`src/rtl/variable_record_ring_fifo_assert.svh`:
```
// Assertion macros for the variable record ring FIFO.
`ifndef VARIABLE_RECORD_RING_FIFO_ASSERT_SVH
`define VARIABLE_RECORD_RING_FIFO_ASSERT_SVH

`ifndef SYNTHESIS
// Checked outside reset.
`define VRRF_ASSERT(lbl, prop, msg) \
    lbl: assert property (@(posedge aclk) disable iff (!aresetn) prop) else $error(msg);
// Checked on every edge, reset included.
`define VRRF_ASSERT_ALWAYS(lbl, prop, msg) \
    lbl: assert property (@(posedge aclk) prop) else $error(msg);
`else
`define VRRF_ASSERT(lbl, prop, msg)
`define VRRF_ASSERT_ALWAYS(lbl, prop, msg)
`endif

`endif

```
`src/rtl/vrrf_pkg.sv`:
```
// Shared types and codes for the variable record ring FIFO.
package vrrf_pkg;

    localparam int LEN_W  = 7;
    localparam int BYTE_W = 8;
    localparam int CMD_W  = 2;
    localparam int STAT_W = 3;
    localparam int IN_W   = 24;  // len + byte + capacity, padded to bytes

    localparam logic [CMD_W-1:0] CMD_PUSH_HDR  = 2'd0;
    localparam logic [CMD_W-1:0] CMD_PUSH_BYTE = 2'd1;
    localparam logic [CMD_W-1:0] CMD_POP       = 2'd2;

    localparam logic [STAT_W-1:0] STAT_OK     = 3'd0;
    localparam logic [STAT_W-1:0] STAT_FULL   = 3'd1;
    localparam logic [STAT_W-1:0] STAT_EMPTY  = 3'd2;
    localparam logic [STAT_W-1:0] STAT_SMALL  = 3'd3;
    localparam logic [STAT_W-1:0] STAT_MISUSE = 3'd4;

    typedef struct packed {
        logic [CMD_W-1:0] cmd;
        logic             push_open;
        logic             len_bad;
        logic             no_room;
        logic             empty;
        logic             rlen_small;
        logic             rlen_zero;
        logic             cnt_last;
        logic             out_free;
    } vrrf_sts_t;

    typedef struct packed {
        logic              latch_in;
        logic              wr_hdr;
        logic              wr_byte;
        logic              rd_hdr;
        logic              hdr_start;
        logic              rd_next;
        logic              pop_zero;
        logic              out_load;
        logic [STAT_W-1:0] out_status;
        logic              out_byte;
        logic              out_last;
    } vrrf_ctl_t;

endpackage

```
`src/rtl/vrrf_ctrl.sv`:
```
// Controller: sequences one item through execute, header read and payload emit.
module vrrf_ctrl (
    input  logic                aclk,
    input  logic                aresetn,
    input  logic                s_tvalid,
    output logic                s_tready,
    input  vrrf_pkg::vrrf_sts_t sts,
    output vrrf_pkg::vrrf_ctl_t ctl
);

    localparam logic [1:0] ST_IDLE = 2'd0;
    localparam logic [1:0] ST_EXEC = 2'd1;
    localparam logic [1:0] ST_HDR  = 2'd2;
    localparam logic [1:0] ST_EMIT = 2'd3;

    logic [1:0] state_reg, state_next;

    assign s_tready = (state_reg == ST_IDLE);

    always_comb begin
        ctl            = '0;
        ctl.out_status = vrrf_pkg::STAT_OK;
        ctl.out_last   = 1'b1;
        state_next     = state_reg;
        case (state_reg)
            ST_IDLE: begin
                if (s_tvalid) begin
                    ctl.latch_in = 1'b1;
                    state_next   = ST_EXEC;
                end
            end
            ST_EXEC: begin
                case (sts.cmd)
                    vrrf_pkg::CMD_PUSH_HDR: begin
                        if (sts.out_free) begin
                            ctl.out_load = 1'b1;
                            state_next   = ST_IDLE;
                            if (sts.push_open || sts.len_bad) begin
                                ctl.out_status = vrrf_pkg::STAT_MISUSE;
                            end else if (sts.no_room) begin
                                ctl.out_status = vrrf_pkg::STAT_FULL;
                            end else begin
                                ctl.wr_hdr = 1'b1;
                            end
                        end
                    end
                    vrrf_pkg::CMD_PUSH_BYTE: begin
                        if (sts.out_free) begin
                            ctl.out_load = 1'b1;
                            state_next   = ST_IDLE;
                            if (sts.push_open) begin
                                ctl.wr_byte = 1'b1;
                            end else begin
                                ctl.out_status = vrrf_pkg::STAT_MISUSE;
                            end
                        end
                    end
                    vrrf_pkg::CMD_POP: begin
                        if (!sts.empty) begin
                            ctl.rd_hdr = 1'b1;
                            state_next = ST_HDR;
                        end else if (sts.out_free) begin
                            ctl.out_load   = 1'b1;
                            ctl.out_status = vrrf_pkg::STAT_EMPTY;
                            state_next     = ST_IDLE;
                        end
                    end
                    default: begin
                        if (sts.out_free) begin
                            ctl.out_load   = 1'b1;
                            ctl.out_status = vrrf_pkg::STAT_MISUSE;
                            state_next     = ST_IDLE;
                        end
                    end
                endcase
            end
            ST_HDR: begin
                if (sts.rlen_small) begin
                    if (sts.out_free) begin
                        ctl.out_load   = 1'b1;
                        ctl.out_status = vrrf_pkg::STAT_SMALL;
                        state_next     = ST_IDLE;
                    end
                end else if (sts.rlen_zero) begin
                    if (sts.out_free) begin
                        ctl.out_load = 1'b1;
                        ctl.pop_zero = 1'b1;
                        state_next   = ST_IDLE;
                    end
                end else begin
                    ctl.hdr_start = 1'b1;
                    state_next    = ST_EMIT;
                end
            end
            ST_EMIT: begin
                if (sts.out_free) begin
                    ctl.out_load = 1'b1;
                    ctl.out_byte = 1'b1;
                    ctl.out_last = sts.cnt_last;
                    ctl.rd_next  = 1'b1;
                    if (sts.cnt_last) begin
                        state_next = ST_IDLE;
                    end
                end
            end
            default: begin
                state_next = ST_IDLE;
            end
        endcase
    end

    always_ff @(posedge aclk) begin
        if (!aresetn) begin
            state_reg <= ST_IDLE;
        end else begin
            state_reg <= state_next;
        end
    end

endmodule

```
`config.mk`:
```
export PLATFORM = sky130hd
export DESIGN_NAME = vrrf_ctrl
export DESIGN_NICKNAME = d
export VERILOG_FILES = /design/src/rtl/variable_record_ring_fifo_assert.svh /design/src/rtl/vrrf_pkg.sv /design/src/rtl/vrrf_ctrl.sv
export SDC_FILE = /design/constraint.sdc
export NUM_CORES = 1
export LEC_CHECK = 0
export ABC_AREA = 1
export CORE_AREA = 2 2 39 41
export DETAILED_ROUTE_END_ITERATION = 8
export DIE_AREA = 0 0 41 43
export DONT_BUFFER_PORTS = 1
export REMOVE_ABC_BUFFERS = 1
export SKIP_LAST_GASP = 1
export SLEW_MARGIN = 20
export SYNTH_ARGS = -nofsm -noshare
export SYNTH_HDL_FRONTEND = slang
export SYNTH_SLANG_ARGS = --single-unit
```
`constraint.sdc`:
```
create_clock -name aclk -period 1.2 [get_ports aclk]
set_input_delay 0 -clock aclk [delete_from_list [all_inputs] [get_ports aclk]]
set_output_delay 0 -clock aclk [all_outputs]
set_load 0.01 [all_outputs]
```
==> results.json <==
{
  "via_count": 526,
  "synth_area_um2": 453,
  "worstSetupPathType": "register to output port",
  "period_share_pct": 107,
  "most-common-layout-cells": "inv_1, nand2_1, buf_4, nand3_1",
  "grt_use_total_pct": 17.3,
  "cts_root_buf": "clkbuf_4",
  "yosysSeqAreaShare_pct": 8.84,
  "synth_seq_cells": 2,
  "yosys_warnings": 0,
  "rrSetupSlack_ns": -0.03,
  "grt_pass1_vias": 557,
  "grt_overflow_total": 0,
  "violations": "negative setup slack",
  "antennaDiodeCount": 0,
  "drtIter0Drc": 16,
  "cellPowerDensity_nw_per_um2": 607,
  "dpl.hpwl_um": 890,
  "drv_slew": 0,
  "hold_viol": 0,
  "dp.cells": 99,
  "outcome": "finished with violations",
  "maxCapViolCount": 0,
  "grt_first_pass_wirelength_um": 2150,
  "multi_input_area_um2": 410,
  "ant_nets": 0,
  "drc": 0,
  "setup_viol_count_final": 7,
  "initial_core_util_pct": 32.7,
  "holdWs_ns": 0.0996,
  "finalInstanceArea_um2": 693,
  "gp_congestion": 0.736,
  "final_nets": 110,
  "largest_register_ffs": 2,
  "ios": 27,
  "layout_commonest_cell": "inv_1",
  "cts.sinks": 2,
  "htree_levels": 1,
  "cp.required_ns": 1.20,
  "clockBufferDepth": 2,
  "dieArea_um2": 1760,
  "n_fill_cell": 127,
  "max_freq_mhz": 776,
  "die_x_um": 41,
  "clock_skew_ns": 0.000451,
  "setup_ws_ns": -0.0885,
  "max_slew_margin_pct": 86.5,
  "fin_cells": 107,
  "rsz0062_at_grt": "true",
  "place_area_um2": 522,
  "area_delta_synth_final_pct": 53.0,
  "seqCellArea_um2": 47.5,
  "first_pass_iters": 5,
  "ys.flop_type": "dfxtp_1",
  "portBuffers": 0,
  "cts_tree": "built",
  "antenna_found_initial": 0,
  "synth_enable_flop_cells": 0,
  "grt_max_degree": 10,
  "clk_latency_ns": 0.22,
  "setup.worst_path.end_class": "output port",
  "fin_crit_ns": 1.29,
  "fin_util_pct": 50.1,
  "hp-class": "input port to output port",
  "wl_per_cell_um": 11.9,
  "vdd_drop_max_mv": 0.304,
  "cp_max_fo": 4,
  "p_leak_nw": 0.343,
  "vias_per_cell": 4.92,
  "async_flop_share_pct": 0,
  "arrival_ns": 1.29,
  "routed_wl_um": 1270,
  "coreArea_um2": 1380,
  "synth_area_per_cell_um2": 5.96,
  "worst_pin_slew_ns": 0.200,
  "die_h_um": 43,
  "numCtsBuffers": 3,
  "rows": 14,
  "drive_gt1_share_pct": 48.4,
  "cp-start-kind": "register",
  "postSynthCellCount": 76,
  "ys_types": 23,
  "clkTransAtPathRegs_ns": 0.03
}
through the flow:
step | worst slack, ns | power, mW | setup TNS (ns)
final | -0.0885 | 0.421 | -0.283
after global routing | -0.165 | 0.457 | -0.837
after CTS | -0.0943 | 0.409 | -0.394
after detailed placement | -0.0249 | 0.216 | -0.0249
after global placement | -0.0213 | 0.217 | -0.0213
after floorplan | 0.00652 | 0.175 | 0
per-layer routing:
metal	part of all wire, %	wire length (um)	vias to the layer above	GRT usage, %
met2	57	721	20	28.7
met3	5.2	66	0	4.71
li1	-	-	270	-
met1	38	486	236	18.2
met4	0	0	0	10.0
met5	0	0	-	0
area by class of cell:
| type | instances | share of cell area [%] |
|---|---|---|
| inverter | 19 | 11.4 |
| multi-input combinational | 53 | 59.2 |
| tap | 16 | 2.89 |
| sequential | 2 | 6.86 |
| timing repair buffer | 14 | 16.4 |
| clock buffer | 3 | 3.25 |
worst max-delay path: stages, from the launching register on:
cell,delay (ns)
dfxtp_4,0.38
inv_6,0.05
ha_4,0.28
nand2_2,0.05
a31oi_1,0.13
o21ai_1,0.08
inv_1,0.10
path summary, 6_finish.rpt:
path / start / endpoint / cells after the start
setup reg to reg: state_reg[1] / state_reg[1] / 8
hold reg to reg: state_reg[1] / state_reg[1] / 2
hold / removal: s_tvalid / ctl[12] / 2
setup / recovery: state_reg[0] / ctl[4] / 6
synth_stat cells (2+ instances only):
| master | n | area share, % |
|---|---|---|
| nor2_1 | 2 | 1.7 |
| a21oi_1 | 3 | 3.3 |
| nand4_1 | 2 | 2.8 |
| nand2_2 | 3 | 4.1 |
| inv_1 | 18 | 15 |
| o21ai_0 | 5 | 5.5 |
| nor3_1 | 2 | 2.2 |
| dfxtp_1 | 2 | 8.8 |
| nand3_1 | 6 | 6.6 |
| nand2_4 | 3 | 7.5 |
| ha_1 | 4 | 11 |
| nand2_1 | 14 | 12 |
| nor4_1 | 2 | 2.8 |
kinds of logic after synthesis:
group | share of synthesized area (%)
buffers and inverters | 19.9
and+or+nand+nor | 48.1
AOI/OAI and AO/OA | 12.2
adders and majority gates | 11.1
DFF | 8.84
power breakdown:
part / total, mW / switching (mW) / internal [mW]
sequential: 0.0794 / 0.00916 / 0.0703
clock: 0.145 / 0.0352 / 0.110
combinational: 0.196 / 0.107 / 0.0893
timing repair:
action | CTS | global route
endpoints found under the hold margin | 2 | 0
hold buffers | 2 | 0
buffers inserted | 3 | 0
gates resized for setup | 21 | 10
endpoints found under the setup margin | 11 | 13
pin swaps | 7 | 10
cloned | 0 | 0
(Power assumes the default switching activity.)
